[src/sv/assert_macros.svh]
// Assertion macros shared by the light level classifier RTL.
// Every macro samples on clk and is disabled while rst_n is low.
`ifndef ASSERT_MACROS_SVH
`define ASSERT_MACROS_SVH

// Same-cycle implication: when ante holds, cons must hold too.
`define CHK_SAME(lbl, ante, cons, msg) \
    lbl: assert property (@(posedge clk) disable iff (!rst_n) (ante) |-> (cons)) \
        else $error(msg);

// Next-cycle implication: when ante holds, cons must hold in the next cycle.
`define CHK_NEXT(lbl, ante, cons, msg) \
    lbl: assert property (@(posedge clk) disable iff (!rst_n) (ante) |=> (cons)) \
        else $error(msg);

`endif

[src/sv/llac_pkg.sv]
// Package for the light level classifier: register indexes, level codes,
// configuration and pipeline control structs. No dependencies.
`timescale 1ns / 1ps
`default_nettype none

package llac_pkg;

    localparam int LIMIT_BITS     = 12;
    localparam int MEAN_OUT_BITS  = 12;
    localparam int LEVEL_BITS     = 3;
    localparam int PERCENT_BITS   = 7;
    localparam int CFG_INDEX_BITS = 3;
    localparam int CFG_DATA_BITS  = 12;
    localparam int PERCENT_SCALE  = 100;

    // Register indexes on the configuration port
    typedef enum logic [CFG_INDEX_BITS-1:0] {
        REG_DARK_LIMIT     = 3'd0,
        REG_DIM_LIMIT      = 3'd1,
        REG_MODERATE_LIMIT = 3'd2,
        REG_BRIGHT_LIMIT   = 3'd3,
        REG_RELAY_MODE     = 3'd4
    } cfg_index_t;

    // Light level codes
    typedef enum logic [LEVEL_BITS-1:0] {
        LVL_DARK        = 3'd0,
        LVL_DIM         = 3'd1,
        LVL_MODERATE    = 3'd2,
        LVL_BRIGHT      = 3'd3,
        LVL_VERY_BRIGHT = 3'd4
    } level_t;

    // Reset values: 10/30/60/90 percent of full scale
    localparam logic [LIMIT_BITS-1:0] DARK_LIMIT_RST     = 12'd409;
    localparam logic [LIMIT_BITS-1:0] DIM_LIMIT_RST      = 12'd1228;
    localparam logic [LIMIT_BITS-1:0] MODERATE_LIMIT_RST = 12'd2457;
    localparam logic [LIMIT_BITS-1:0] BRIGHT_LIMIT_RST   = 12'd3685;

    typedef struct packed {
        logic [LIMIT_BITS-1:0] dark_limit;
        logic [LIMIT_BITS-1:0] dim_limit;
        logic [LIMIT_BITS-1:0] moderate_limit;
        logic [LIMIT_BITS-1:0] bright_limit;
        logic                  relay_mode;
    } cfg_t;

    // Per-stage control: occupancy and whether the item refreshes the held values
    typedef struct packed {
        logic valid;
        logic upd;
    } pipe_ctl_t;

endpackage

`default_nettype wire

[src/sv/llac_cfg_regs.sv]
// Configuration register file for the light level classifier.
// Depends on llac_pkg (register indexes, cfg_t).
`timescale 1ns / 1ps
`default_nettype none

module llac_cfg_regs (
    input  wire logic                                  clk,
    input  wire logic                                  rst_n,
    input  wire logic                                  wr_en,
    input  wire logic [llac_pkg::CFG_INDEX_BITS-1:0]   wr_index,
    input  wire logic [llac_pkg::CFG_DATA_BITS-1:0]    wr_data,
    output llac_pkg::cfg_t                             cfg
);

    llac_pkg::cfg_t cfg_reg;
    llac_pkg::cfg_t cfg_next;

    // Decode one write transaction; unknown indexes leave everything alone
    always_comb
    begin
        cfg_next = cfg_reg;
        if (wr_en)
        begin
            unique case (llac_pkg::cfg_index_t'(wr_index))
                llac_pkg::REG_DARK_LIMIT:
                    cfg_next.dark_limit = wr_data[llac_pkg::LIMIT_BITS-1:0];
                llac_pkg::REG_DIM_LIMIT:
                    cfg_next.dim_limit = wr_data[llac_pkg::LIMIT_BITS-1:0];
                llac_pkg::REG_MODERATE_LIMIT:
                    cfg_next.moderate_limit = wr_data[llac_pkg::LIMIT_BITS-1:0];
                llac_pkg::REG_BRIGHT_LIMIT:
                    cfg_next.bright_limit = wr_data[llac_pkg::LIMIT_BITS-1:0];
                llac_pkg::REG_RELAY_MODE:
                    cfg_next.relay_mode = wr_data[0];
                default:
                    cfg_next = cfg_reg;
            endcase
        end
    end

    always_ff @(posedge clk or negedge rst_n)
    begin
        if (!rst_n)
        begin
            cfg_reg.dark_limit     <= llac_pkg::DARK_LIMIT_RST;
            cfg_reg.dim_limit      <= llac_pkg::DIM_LIMIT_RST;
            cfg_reg.moderate_limit <= llac_pkg::MODERATE_LIMIT_RST;
            cfg_reg.bright_limit   <= llac_pkg::BRIGHT_LIMIT_RST;
            cfg_reg.relay_mode     <= 1'b0;
        end
        else
        begin
            cfg_reg <= cfg_next;
        end
    end

    assign cfg = cfg_reg;

endmodule

`default_nettype wire

[src/sv/llac_window.sv]
// Input stage: sample ring, running window sum and saturating fill counter.
// Depends on llac_pkg (pipe_ctl_t).
`timescale 1ns / 1ps
`default_nettype none

module llac_window #(
    parameter int WINDOW_DEPTH = 8,
    parameter int MIN_FILL     = 4,
    parameter int SAMPLE_BITS  = 12,
    parameter int SUM_BITS     = 15
) (
    input  wire logic                   clk,
    input  wire logic                   rst_n,
    input  wire logic                   in_valid,
    output logic                        in_ready,
    input  wire logic [SAMPLE_BITS-1:0] sample,
    input  wire logic                   down_free,
    output llac_pkg::pipe_ctl_t         a_ctl,
    output logic [SUM_BITS-1:0]         a_sum
);

    localparam int DEPTH_BITS = (WINDOW_DEPTH > 1) ? $clog2(WINDOW_DEPTH) : 1;
    localparam int CNT_BITS   = $clog2(MIN_FILL + 1);

    logic [SAMPLE_BITS-1:0] ring_reg [WINDOW_DEPTH];
    logic [DEPTH_BITS-1:0]  slot_reg;
    logic [DEPTH_BITS-1:0]  slot_next;
    logic [SUM_BITS-1:0]    sum_reg;
    logic [SUM_BITS-1:0]    sum_next;
    logic [CNT_BITS-1:0]    count_reg;
    logic [CNT_BITS-1:0]    count_next;
    logic                   upd_next;
    logic                   stage_free;
    logic                   accept;
    llac_pkg::pipe_ctl_t    a_ctl_reg;
    logic [SUM_BITS-1:0]    a_sum_reg;

    // Stage hands off when empty or when the next stage takes it
    assign stage_free = !a_ctl_reg.valid || down_free;
    assign in_ready   = stage_free;
    assign accept     = in_valid && stage_free;

    // Running sum: drop the entry being overwritten, add the new sample
    always_comb
    begin
        sum_next = sum_reg - SUM_BITS'(ring_reg[slot_reg]) + SUM_BITS'(sample);
        if (slot_reg == DEPTH_BITS'(WINDOW_DEPTH - 1))
            slot_next = '0;
        else
            slot_next = slot_reg + 1'b1;
        if (count_reg < CNT_BITS'(MIN_FILL))
            count_next = count_reg + 1'b1;
        else
            count_next = count_reg;
        upd_next = (count_next >= CNT_BITS'(MIN_FILL));
    end

    // Ring entries, cleared at reset
    always_ff @(posedge clk or negedge rst_n)
    begin
        if (!rst_n)
        begin
            for (int i = 0; i < WINDOW_DEPTH; i++)
            begin
                ring_reg[i] <= '0;
            end
        end
        else if (accept)
        begin
            ring_reg[slot_reg] <= sample;
        end
    end

    // Window state
    always_ff @(posedge clk or negedge rst_n)
    begin
        if (!rst_n)
        begin
            slot_reg  <= '0;
            sum_reg   <= '0;
            count_reg <= '0;
        end
        else if (accept)
        begin
            slot_reg  <= slot_next;
            sum_reg   <= sum_next;
            count_reg <= count_next;
        end
    end

    // Stage register toward the mean stage
    always_ff @(posedge clk or negedge rst_n)
    begin
        if (!rst_n)
        begin
            a_ctl_reg <= '0;
        end
        else if (stage_free)
        begin
            a_ctl_reg.valid <= in_valid;
            a_ctl_reg.upd   <= upd_next;
        end
    end

    always_ff @(posedge clk)
    begin
        if (accept)
            a_sum_reg <= sum_next;
    end

    assign a_ctl = a_ctl_reg;
    assign a_sum = a_sum_reg;

endmodule

`default_nettype wire

[src/sv/llac_mean.sv]
// Mean stage: window sum divided by the window depth through a reciprocal multiply.
// Depends on llac_pkg (pipe_ctl_t).
`timescale 1ns / 1ps
`default_nettype none

module llac_mean #(
    parameter int WINDOW_DEPTH = 8,
    parameter int SAMPLE_BITS  = 12,
    parameter int SUM_BITS     = 15
) (
    input  wire logic                 clk,
    input  wire logic                 rst_n,
    input  llac_pkg::pipe_ctl_t       a_ctl,
    input  wire logic [SUM_BITS-1:0]  a_sum,
    input  wire logic                 down_free,
    output logic                      stage_free,
    output llac_pkg::pipe_ctl_t       b_ctl,
    output logic [SAMPLE_BITS-1:0]    b_mean
);

    localparam int DEPTH_BITS = (WINDOW_DEPTH > 1) ? $clog2(WINDOW_DEPTH) : 1;
    // floor(x / D) == (x * ceil(2^K / D)) >> K for every x below 2^SUM_BITS
    localparam int MEAN_SHIFT = SUM_BITS + DEPTH_BITS;
    localparam longint unsigned MEAN_MUL =
        ((64'd1 << MEAN_SHIFT) + WINDOW_DEPTH - 1) / WINDOW_DEPTH;
    localparam int MEAN_MUL_BITS = $clog2(MEAN_MUL + 1);
    localparam int PROD_BITS     = SUM_BITS + MEAN_MUL_BITS;

    logic [PROD_BITS-1:0]   prod;
    llac_pkg::pipe_ctl_t    b_ctl_reg;
    logic [SAMPLE_BITS-1:0] b_mean_reg;

    assign stage_free = !b_ctl_reg.valid || down_free;

    // Reciprocal multiply; the quotient sits above the shift point
    assign prod = PROD_BITS'(a_sum) * PROD_BITS'(MEAN_MUL);

    always_ff @(posedge clk or negedge rst_n)
    begin
        if (!rst_n)
            b_ctl_reg <= '0;
        else if (stage_free)
            b_ctl_reg <= a_ctl;
    end

    always_ff @(posedge clk)
    begin
        if (stage_free && a_ctl.valid)
            b_mean_reg <= prod[MEAN_SHIFT +: SAMPLE_BITS];
    end

    assign b_ctl  = b_ctl_reg;
    assign b_mean = b_mean_reg;

endmodule

`default_nettype wire

[src/sv/llac_classify.sv]
// Output stage: level classification, percent scaling, held values and result register.
// Depends on llac_pkg (cfg_t, level_t, pipe_ctl_t, field widths).
`timescale 1ns / 1ps
`default_nettype none

module llac_classify #(
    parameter int SAMPLE_BITS = 12
) (
    input  wire logic                                 clk,
    input  wire logic                                 rst_n,
    input  llac_pkg::pipe_ctl_t                       b_ctl,
    input  wire logic [SAMPLE_BITS-1:0]               b_mean,
    input  llac_pkg::cfg_t                            cfg,
    output logic                                      stage_free,
    output logic                                      out_valid,
    input  wire logic                                 out_ready,
    output logic [llac_pkg::MEAN_OUT_BITS-1:0]        mean_value,
    output logic [llac_pkg::LEVEL_BITS-1:0]           light_level,
    output logic [llac_pkg::PERCENT_BITS-1:0]         light_percent,
    output logic                                      relay_on,
    output logic                                      is_bright,
    output logic                                      updated
);

    localparam int CMP_BITS = (SAMPLE_BITS > llac_pkg::LIMIT_BITS) ?
                              SAMPLE_BITS : llac_pkg::LIMIT_BITS;
    // floor(m * 100 / FS) == (m * ceil(100 * 2^K / FS)) >> K with K = 2 * SAMPLE_BITS
    localparam int PCT_SHIFT = 2 * SAMPLE_BITS;
    localparam longint unsigned FULL_SCALE = (64'd1 << SAMPLE_BITS) - 64'd1;
    localparam longint unsigned PCT_MUL =
        (llac_pkg::PERCENT_SCALE * (64'd1 << PCT_SHIFT) + FULL_SCALE - 64'd1) / FULL_SCALE;
    localparam int PCT_MUL_BITS  = $clog2(PCT_MUL + 1);
    localparam int PCT_PROD_BITS = SAMPLE_BITS + PCT_MUL_BITS;

    logic [CMP_BITS-1:0]                     mean_wide;
    logic [PCT_PROD_BITS-1:0]                pct_prod;
    llac_pkg::level_t                        level_new;
    logic                                    advance;

    logic [llac_pkg::MEAN_OUT_BITS-1:0]      held_mean_reg;
    logic [llac_pkg::MEAN_OUT_BITS-1:0]      held_mean_next;
    llac_pkg::level_t                        held_level_reg;
    llac_pkg::level_t                        held_level_next;
    logic [llac_pkg::PERCENT_BITS-1:0]       held_percent_reg;
    logic [llac_pkg::PERCENT_BITS-1:0]       held_percent_next;
    logic                                    relay_next;
    logic                                    bright_next;

    logic                                    out_valid_reg;
    logic [llac_pkg::MEAN_OUT_BITS-1:0]      mean_value_reg;
    llac_pkg::level_t                        light_level_reg;
    logic [llac_pkg::PERCENT_BITS-1:0]       light_percent_reg;
    logic                                    relay_on_reg;
    logic                                    is_bright_reg;
    logic                                    updated_reg;

    assign stage_free = !out_valid_reg || out_ready;
    assign advance    = b_ctl.valid && stage_free;

    // Level: thresholds checked in order, first match wins
    assign mean_wide = CMP_BITS'(b_mean);

    always_comb
    begin
        priority if (mean_wide <= CMP_BITS'(cfg.dark_limit))
            level_new = llac_pkg::LVL_DARK;
        else if (mean_wide <= CMP_BITS'(cfg.dim_limit))
            level_new = llac_pkg::LVL_DIM;
        else if (mean_wide <= CMP_BITS'(cfg.moderate_limit))
            level_new = llac_pkg::LVL_MODERATE;
        else if (mean_wide <= CMP_BITS'(cfg.bright_limit))
            level_new = llac_pkg::LVL_BRIGHT;
        else
            level_new = llac_pkg::LVL_VERY_BRIGHT;
    end

    // Percent of full scale through a reciprocal multiply
    assign pct_prod = PCT_PROD_BITS'(b_mean) * PCT_PROD_BITS'(PCT_MUL);

    // Held values refresh only once the window has enough samples
    always_comb
    begin
        if (b_ctl.upd)
        begin
            held_mean_next    = mean_wide[llac_pkg::MEAN_OUT_BITS-1:0];
            held_level_next   = level_new;
            held_percent_next = pct_prod[PCT_SHIFT +: llac_pkg::PERCENT_BITS];
        end
        else
        begin
            held_mean_next    = held_mean_reg;
            held_level_next   = held_level_reg;
            held_percent_next = held_percent_reg;
        end
    end

    // Relay and bright flags from the held level under the relay mode
    always_comb
    begin
        if (!cfg.relay_mode)
        begin
            relay_next  = (held_level_next <= llac_pkg::LVL_DIM);
            bright_next = (held_level_next >= llac_pkg::LVL_MODERATE);
        end
        else
        begin
            relay_next  = (held_level_next == llac_pkg::LVL_DARK);
            bright_next = (held_level_next >= llac_pkg::LVL_BRIGHT);
        end
    end

    always_ff @(posedge clk or negedge rst_n)
    begin
        if (!rst_n)
        begin
            held_mean_reg    <= '0;
            held_level_reg   <= llac_pkg::LVL_DARK;
            held_percent_reg <= '0;
        end
        else if (advance)
        begin
            held_mean_reg    <= held_mean_next;
            held_level_reg   <= held_level_next;
            held_percent_reg <= held_percent_next;
        end
    end

    // Result register
    always_ff @(posedge clk or negedge rst_n)
    begin
        if (!rst_n)
            out_valid_reg <= 1'b0;
        else if (stage_free)
            out_valid_reg <= b_ctl.valid;
    end

    always_ff @(posedge clk)
    begin
        if (advance)
        begin
            mean_value_reg    <= held_mean_next;
            light_level_reg   <= held_level_next;
            light_percent_reg <= held_percent_next;
            relay_on_reg      <= relay_next;
            is_bright_reg     <= bright_next;
            updated_reg       <= b_ctl.upd;
        end
    end

    assign out_valid     = out_valid_reg;
    assign mean_value    = mean_value_reg;
    assign light_level   = light_level_reg;
    assign light_percent = light_percent_reg;
    assign relay_on      = relay_on_reg;
    assign is_bright     = is_bright_reg;
    assign updated       = updated_reg;

endmodule

`default_nettype wire

[src/sv/light_level_averaging_classifier_unit.sv]
// Result path: each input transaction passes through the window, mean and result registers.
// Throughput: one sample per cycle while out_ready holds; three register stages (window sum, mean
// multiply, classify/percent) each hand off as soon as the next one is free.
// Reset: asynchronous, active low; ring, sum, counter, held values, valid flags
// and config registers return to their defaults at once, with no clearing pass.
// Depends on llac_pkg, assert_macros.svh and the llac_* submodules.
`timescale 1ns / 1ps
`default_nettype none

`include "assert_macros.svh"

module light_level_averaging_classifier_unit #(
    parameter int WINDOW_DEPTH = 8,
    parameter int MIN_FILL     = 4,
    parameter int SAMPLE_BITS  = 12
) (
    input  wire logic                                 clk,
    input  wire logic                                 rst_n,
    input  wire logic                                 in_valid,
    output logic                                      in_ready,
    input  wire logic [SAMPLE_BITS-1:0]               sample,
    output logic                                      out_valid,
    input  wire logic                                 out_ready,
    output logic [llac_pkg::MEAN_OUT_BITS-1:0]        mean_value,
    output logic [llac_pkg::LEVEL_BITS-1:0]           light_level,
    output logic [llac_pkg::PERCENT_BITS-1:0]         light_percent,
    output logic                                      relay_on,
    output logic                                      is_bright,
    output logic                                      updated,
    input  wire logic                                 cfg_valid,
    output logic                                      cfg_ready,
    input  wire logic [llac_pkg::CFG_INDEX_BITS-1:0]  cfg_index,
    input  wire logic [llac_pkg::CFG_DATA_BITS-1:0]   cfg_data
);

    localparam int DEPTH_BITS = (WINDOW_DEPTH > 1) ? $clog2(WINDOW_DEPTH) : 1;
    localparam int SUM_BITS   = SAMPLE_BITS + DEPTH_BITS;

    llac_pkg::cfg_t         cfg;
    llac_pkg::pipe_ctl_t    a_ctl;
    llac_pkg::pipe_ctl_t    b_ctl;
    logic [SUM_BITS-1:0]    a_sum;
    logic [SAMPLE_BITS-1:0] b_mean;
    logic                   b_free;
    logic                   c_free;

    // Configuration writes are always accepted; cfg_ready is tied high
    assign cfg_ready = 1'b1;

    llac_cfg_regs u_cfg (
        .clk      (clk),
        .rst_n    (rst_n),
        .wr_en    (cfg_valid && cfg_ready),
        .wr_index (cfg_index),
        .wr_data  (cfg_data),
        .cfg      (cfg)
    );

    llac_window #(
        .WINDOW_DEPTH (WINDOW_DEPTH),
        .MIN_FILL     (MIN_FILL),
        .SAMPLE_BITS  (SAMPLE_BITS),
        .SUM_BITS     (SUM_BITS)
    ) u_window (
        .clk       (clk),
        .rst_n     (rst_n),
        .in_valid  (in_valid),
        .in_ready  (in_ready),
        .sample    (sample),
        .down_free (b_free),
        .a_ctl     (a_ctl),
        .a_sum     (a_sum)
    );

    llac_mean #(
        .WINDOW_DEPTH (WINDOW_DEPTH),
        .SAMPLE_BITS  (SAMPLE_BITS),
        .SUM_BITS     (SUM_BITS)
    ) u_mean (
        .clk        (clk),
        .rst_n      (rst_n),
        .a_ctl      (a_ctl),
        .a_sum      (a_sum),
        .down_free  (c_free),
        .stage_free (b_free),
        .b_ctl      (b_ctl),
        .b_mean     (b_mean)
    );

    llac_classify #(
        .SAMPLE_BITS (SAMPLE_BITS)
    ) u_classify (
        .clk           (clk),
        .rst_n         (rst_n),
        .b_ctl         (b_ctl),
        .b_mean        (b_mean),
        .cfg           (cfg),
        .stage_free    (c_free),
        .out_valid     (out_valid),
        .out_ready     (out_ready),
        .mean_value    (mean_value),
        .light_level   (light_level),
        .light_percent (light_percent),
        .relay_on      (relay_on),
        .is_bright     (is_bright),
        .updated       (updated)
    );

    // Relay and bright flags never claim the same level
    `CHK_SAME(a_flags_exclusive, out_valid, !(relay_on && is_bright), "relay_on and is_bright both set")
    // Percent scaling stays within full scale
    `CHK_SAME(a_percent_range, out_valid, light_percent <= 7'd100, "light_percent above 100")
    // Input backs up only behind a stalled result
    `CHK_SAME(a_ready_only_on_stall, !in_ready, out_valid && !out_ready, "input stalled without output stall")
    // A stalled result carries over to the next cycle
    `CHK_NEXT(a_result_kept, out_valid && !out_ready, out_valid, "pending result dropped")

endmodule

`default_nettype wire

[config.mk]
export PLATFORM = sky130hd
export DESIGN_NAME = light_level_averaging_classifier_unit
export DESIGN_NICKNAME = d
export VERILOG_FILES = /design/src/sv/llac_pkg.sv /design/src/sv/llac_cfg_regs.sv /design/src/sv/llac_window.sv /design/src/sv/llac_mean.sv /design/src/sv/llac_classify.sv /design/src/sv/light_level_averaging_classifier_unit.sv
export VERILOG_INCLUDE_DIRS = /design/src /design/src/sv
export SDC_FILE = /design/constraint.sdc
export NUM_CORES = 1
export LEC_CHECK = 0
export BUFFER_PORTS_ARGS = -buffer_cell sky130_fd_sc_hd__buf_2
export CAP_MARGIN = 20
export CORE_MARGIN = 1.5
export CORE_UTILIZATION = 50
export DETAILED_ROUTE_END_ITERATION = 10
export PLACE_DENSITY = 0.67
export SYNTH_ARGS = -nofsm -noshare
export SYNTH_HDL_FRONTEND = slang
export SYNTH_SLANG_ARGS = --single-unit
[constraint.sdc]
create_clock -name clk -period 6.1 [get_ports clk]
set_input_delay 0.915 -clock clk [delete_from_list [all_inputs] [get_ports clk]]
set_output_delay 0.915 -clock clk [all_outputs]
set_load 0.02 [all_outputs]
-- After elaboration in Yosys (flattened, before gate mapping)
Cells that the tools add are included.
- word-level logic and storage cells: 88
- bits in registers: 245
- output and inout port bits: 28
- add/sub/neg operators: 4
- bitwise gates (word level): 1
- multipliers: 1
- mux-type cells: 17
- reduce and logical (&&, ||, !) cells: 17
- $lt $le $gt $ge: 11
- equality and inequality tests: 5
- operators by type and width (kind ; number):
    96-bit bitwise mux ; 1
    12-bit less-or-equal comparator ; 4
    12-bit 2-to-1 mux ; 4
    12-bit binary-select mux with 3-bit select ; 1
    12-bit demux with 3-bit select ; 1
    12-bit by 19-bit multiplier with 31-bit output (second input constant) ; 1
    3-bit 2-to-1 mux ; 7
    15-bit by 12-bit adder with 15-bit output ; 1
    15-bit by 12-bit subtractor with 15-bit output ; 1
    2-bit AND reduction ; 5
    7-bit 2-to-1 mux ; 1
    3-bit by 1-bit adder with 3-bit output (second input constant) ; 2
    3-bit by 2-bit equality test with 1-bit output (second input constant) ; 2
    3-bit equality test (second input constant) ; 2
    3-bit by 2-bit greater-or-equal comparator with 1-bit output (second input constant) ; 2
    3-bit zero test ; 2
    4-bit greater-or-equal comparator (second input constant) ; 1
    1-bit logical AND ; 4
    4-bit by 1-bit less-than comparator with 1-bit output (second input constant) ; 1
    3-bit NOT with 4-bit output ; 1
    3-bit by 1-bit equality test with 1-bit output (second input constant) ; 1
    3-bit greater-or-equal comparator (second input constant) ; 1
    3-bit by 1-bit less-or-equal comparator with 1-bit output (second input constant) ; 1
    1-bit zero test ; 3
    other kinds (3) ; 6

-- Logic depth before layout (Yosys ltp)
- depth after elaboration: 8
- gate-level depth with buffers: 20
- depth with buffers taken out: 18

-- Modules after synthesis
From an unflattened synthesis, not the netlist that was laid out.
- cell total of the unflattened synthesis: 1253
- area, all modules: 14639.0 um2
- by module, submodules not included (module ; area an instance (um2) ; cells an instance ; sequential area each (um2) ; times used):
    llac_window ; 6754.0 ; 587 ; 3428.3 ; 1
    llac_classify ; 5490.3 ; 539 ; 1326.3 ; 1
    llac_cfg_regs ; 1929.4 ; 107 ; 1255.0 ; 1
    llac_mean ; 454.2 ; 18 ; 410.4 ; 1
    light_level_averaging_classifier_unit ; 11.3 ; 2 ; 0.0 ; 1

-- Worst setup path after synthesis
OpenSTA, ideal clock, no wires.
- kind: flip-flop to flip-flop
- start point: register u_mean.b_mean_reg[6] (netlist: u_mean.b_mean[6])
- end point: register u_classify.light_percent_reg, in the netlist u_classify.light_percent[5] (data pin)
- stages on the path, launching flop included: 17
- period minus slack after synthesis: 4.366 ns
- buffers on the path: 0
- data arrival time: 4.106 ns
- setup time: 0.260 ns
- path slack: 1.734 ns
- cell sequence: edfxtp_1 -> ha_1 -> inv_1 -> fa_1 -> inv_1 -> ha_1 -> fa_1 -> ha_1 -> ha_1 -> nor3_2 -> o211ai_1 -> o211ai_1 -> o211ai_2 -> a41oi_4 -> o21bai_2 -> xor2_1 -> mux2_2
- longest elaborated chain between the ends: 2
- ends and longest elaborated chain (item ; RTL line ; text):
    start, declared ; llac_mean.sv:31 ; logic [SAMPLE_BITS-1:0] b_mean_reg;
    start signal, assigned ; llac_mean.sv:49 ; b_mean_reg <= prod[MEAN_SHIFT +: SAMPLE_BITS];
    12-bit by 19-bit multiplier with 31-bit output ; llac_classify.sv:78 ; assign pct_prod = PCT_PROD_BITS'(b_mean) * PCT_PROD_BITS'(PCT_MUL);
    7-bit 2-to-1 mux ; llac_classify.sv:83 ; if (b_ctl.upd)
    named net u_classify.held_percent_next, one bit ; llac_classify.sv:45 ; logic [llac_pkg::PERCENT_BITS-1:0] held_percent_next;
    end signal, assigned ; llac_classify.sv:143 ; light_percent_reg <= held_percent_next;
    end, declared ; llac_classify.sv:52 ; logic [llac_pkg::PERCENT_BITS-1:0] light_percent_reg;
The timed path passes the listed nets, and every way through them passes these cells.
A chain may end at the register's enable or synchronous reset.

-- Worst setup path in the final report
- start point: register u_mean.b_mean_reg[4] (netlist: u_mean.b_mean[4])
- end point: register u_classify.light_percent_reg, in the netlist u_classify.light_percent[5] (data pin)
Same word-level chain as after synthesis.

==> metrics <==
status complete, no violations; Post-synth EDFFs 49; Post-DRT Antenna Nets 0; CTS root buf clkbuf_16; Core Rows 61; Die Span Y about 170 um; total nets after synthesis roughly 1500; Post-synth top flop dfrtp_1; Final Cell Area between 15000 and 20000 um^2; top cells by area, synth dfrtp_1 30%, ha_1 15%, edfxtp_1 10%, mux2_2 6.8%, fa_1 5.1%; commonest cells after routing, fill and taps aside 170 x dfrtp_1, 167 x inv_1, 165 x ha_1; MaxCap Viol Count 0; Max Clk Rate ~210 MHz; vias in the first global route 9710; Final Setup Violations 0; Clock Sinks 242; dpl hpwl around 21000 um; Synth area leader dfrtp_1; Critical R2R Capture u_classify.light_percent[5]; CP arrival 5020 ps; area delta synth->final 11.6%; CTS tree built; Synth cell types 59; syn avg cell area 10.8 um^2; Post-synth ARST share 0.798; WL final ~29000 um; clock buffer depth 3; Iter 0 DRT Violations 447; post-CTS setup buffer count 0; post-synthesis register bit count about 240; Post-Synthesis Cell Area 14200 um^2; # fillers about 2400; startpoint types flop; final-report hold violation count 0; GRT Util Overall 0.213; Num CTS Buffers 28; routed length per placed instance approximately 17 um; H-tree depth 1; Max Slew Vio Count 0; critical-path maximum fanout 11; placed cell area approximately 15000 um^2; Ant. Diodes 0; initial antenna violation count 0; Critical Path Source u_mean.b_mean[4]; min Tclk post-route around 4700 ps; Resized Gates After CTS 0; DR vias/cell ~5.3; Worst Max-Slew Pin Slew between 1000 and 1500 ps; die extent in x ~170 um; DIE AREA around 30000 um^2; core box area ~28000 um^2; element type at the critical path end flop; clock skew around 7.4 ps; io pins 60; synthesized instance count about 1300; Yosys Warn Count 0; initial core utilization 0.511; total grt overflow 0; Clock transition at path regs 60 ps; kind of critical path reg2reg; HP Class reg2reg; commonest non-fill, non-tap cell in the layout dfrtp_1; GPL Wtd Cong roughly 0.85; first-pass GRT wire length about 50000 um; DRC 0; Final period util 0.773; PnR worst setup slack between 1000 and 1500 ps; unrepaired setup endpoints after global routing false; Hold Path Stages 0; setup slack, reg-to-reg between 1000 and 1500 ps; layout cells sized above 1 0.182; R2R depth 18; Nets roughly 1600; Hold WS roughly 420 ps; largest net degree at the start of global routing 90; post-synthesis sequential area ratio 0.445; clk_lat worst skew between 500 and 600 ps; pre-CTS WS about 1400 ps; share of the synthesized area in the top cell type 0.299; end point of the critical path u_classify.light_percent[5]; Hold-fix buffers, CTS 0; max reg flops 96; Pre-Repair DR Iteration Count 5; worst r2r src u_mean.b_mean[4]; CP Data Required Time between 6000 and 7000 ps; vias after detailed routing roughly 9300; port bufs between 50 and 60; setup TNS 0 ps; max_slew headroom 0.316
[synth_stat cells, types with 2 or more instances]
library cell,count
dfrtp_1,170
inv_1,167
ha_1,165
nand2_1,156
o21ai_0,140
mux2_2,86
edfxtp_1,49
a21oi_1,37
fa_1,36
clkbuf_1,35
nor2_1,28
a21o_1,24
dfstp_2,23
nand4_1,17
nand3_1,15
nor2b_1,14
mux4_2,13
xnor2_1,13
nor3_1,12
a22oi_1,10
mux2i_1,9
xor2_1,8
o21a_1,7
o21ai_1,7
a31oi_1,6
buf_1,6
nand2b_1,6
and2_1,5
and3_1,5
o221ai_1,4
a211oi_1,3
nand3b_1,3
o21bai_1,3
a21oi_2,2
buf_2,2
nor4_1,2
o211ai_1,2
o31ai_1,2
or2_2,2
[metal layers]
layer  wire, um  share of wire  global-route usage
met5          0              0                   0
met4        679          0.023              0.0538
met3       1080          0.037              0.0274
met2      14400           0.49               0.375
met1      13100           0.45               0.278
[worst max-delay path, stage by stage, from the launching register on]
cell	delay (ps)
edfxtp_1	630
inv_1	90
ha_1	290
inv_1	40
ha_1	290
inv_1	60
fa_1	510
fa_1	550
inv_1	40
ha_1	290
ha_1	210
nor3_2	140
o211ai_1	130
o211ai_1	230
o211ai_2	190
a41oi_4	290
o21bai_2	80
xor2_1	150
mux2_2	270
[area by class of cell]
class	instances	area (um^2)	share of cell area
Clock buffer	38	810	0.0510
Sequential cell	242	6330	0.399
Multi-Input combinational cell	860	7100	0.447
Inverter	168	631	0.0397
Tap cell	378	473	0.0298
Timing Repair Buffer	70	397	0.0250
Clock inverter	13	141	0.00890
[worst min-delay path by stage]
stage,start,end,slack (ps)
after CTS,u_window.a_sum[11],u_mean.b_mean[8],420
after global routing,u_window.a_sum[13],u_mean.b_mean[10],430
final,u_window.a_sum[11],u_mean.b_mean[8],420
after detailed placement,u_window.a_sum[11],u_mean.b_mean[8],410
after global placement,u_window.a_sum[14],u_mean.b_mean[11],400
after floorplan,u_window.a_sum[3],u_mean.b_mean[0],400
[logic make-up (layout without fill, tap and decap cells)]
kind of cell	after synthesis	in the layout	synth area share
simple gates	268	268	0.0837
compound gates	260	260	0.109
flops	242	242	0.445
buf+inv	212	289	0.0564
fa+ha+maj	201	201	0.196
mux	108	108	0.0950
xor+xnor	22	22	0.0145
other cells	1	1	0.000264
[per-stage QoR]
stage / instances / utilization
floorplan: 1314 / -
global placement: 1717 / 0.535
detailed placement: 1717 / 0.535
CTS: 1768 / 0.569
global route: 1769 / 0.570
finish: 1769 / 0.570
Power is left out: the tool's default activity adds up to more than one toggle a clock period on the data nets, which glitch-free logic cannot reach.
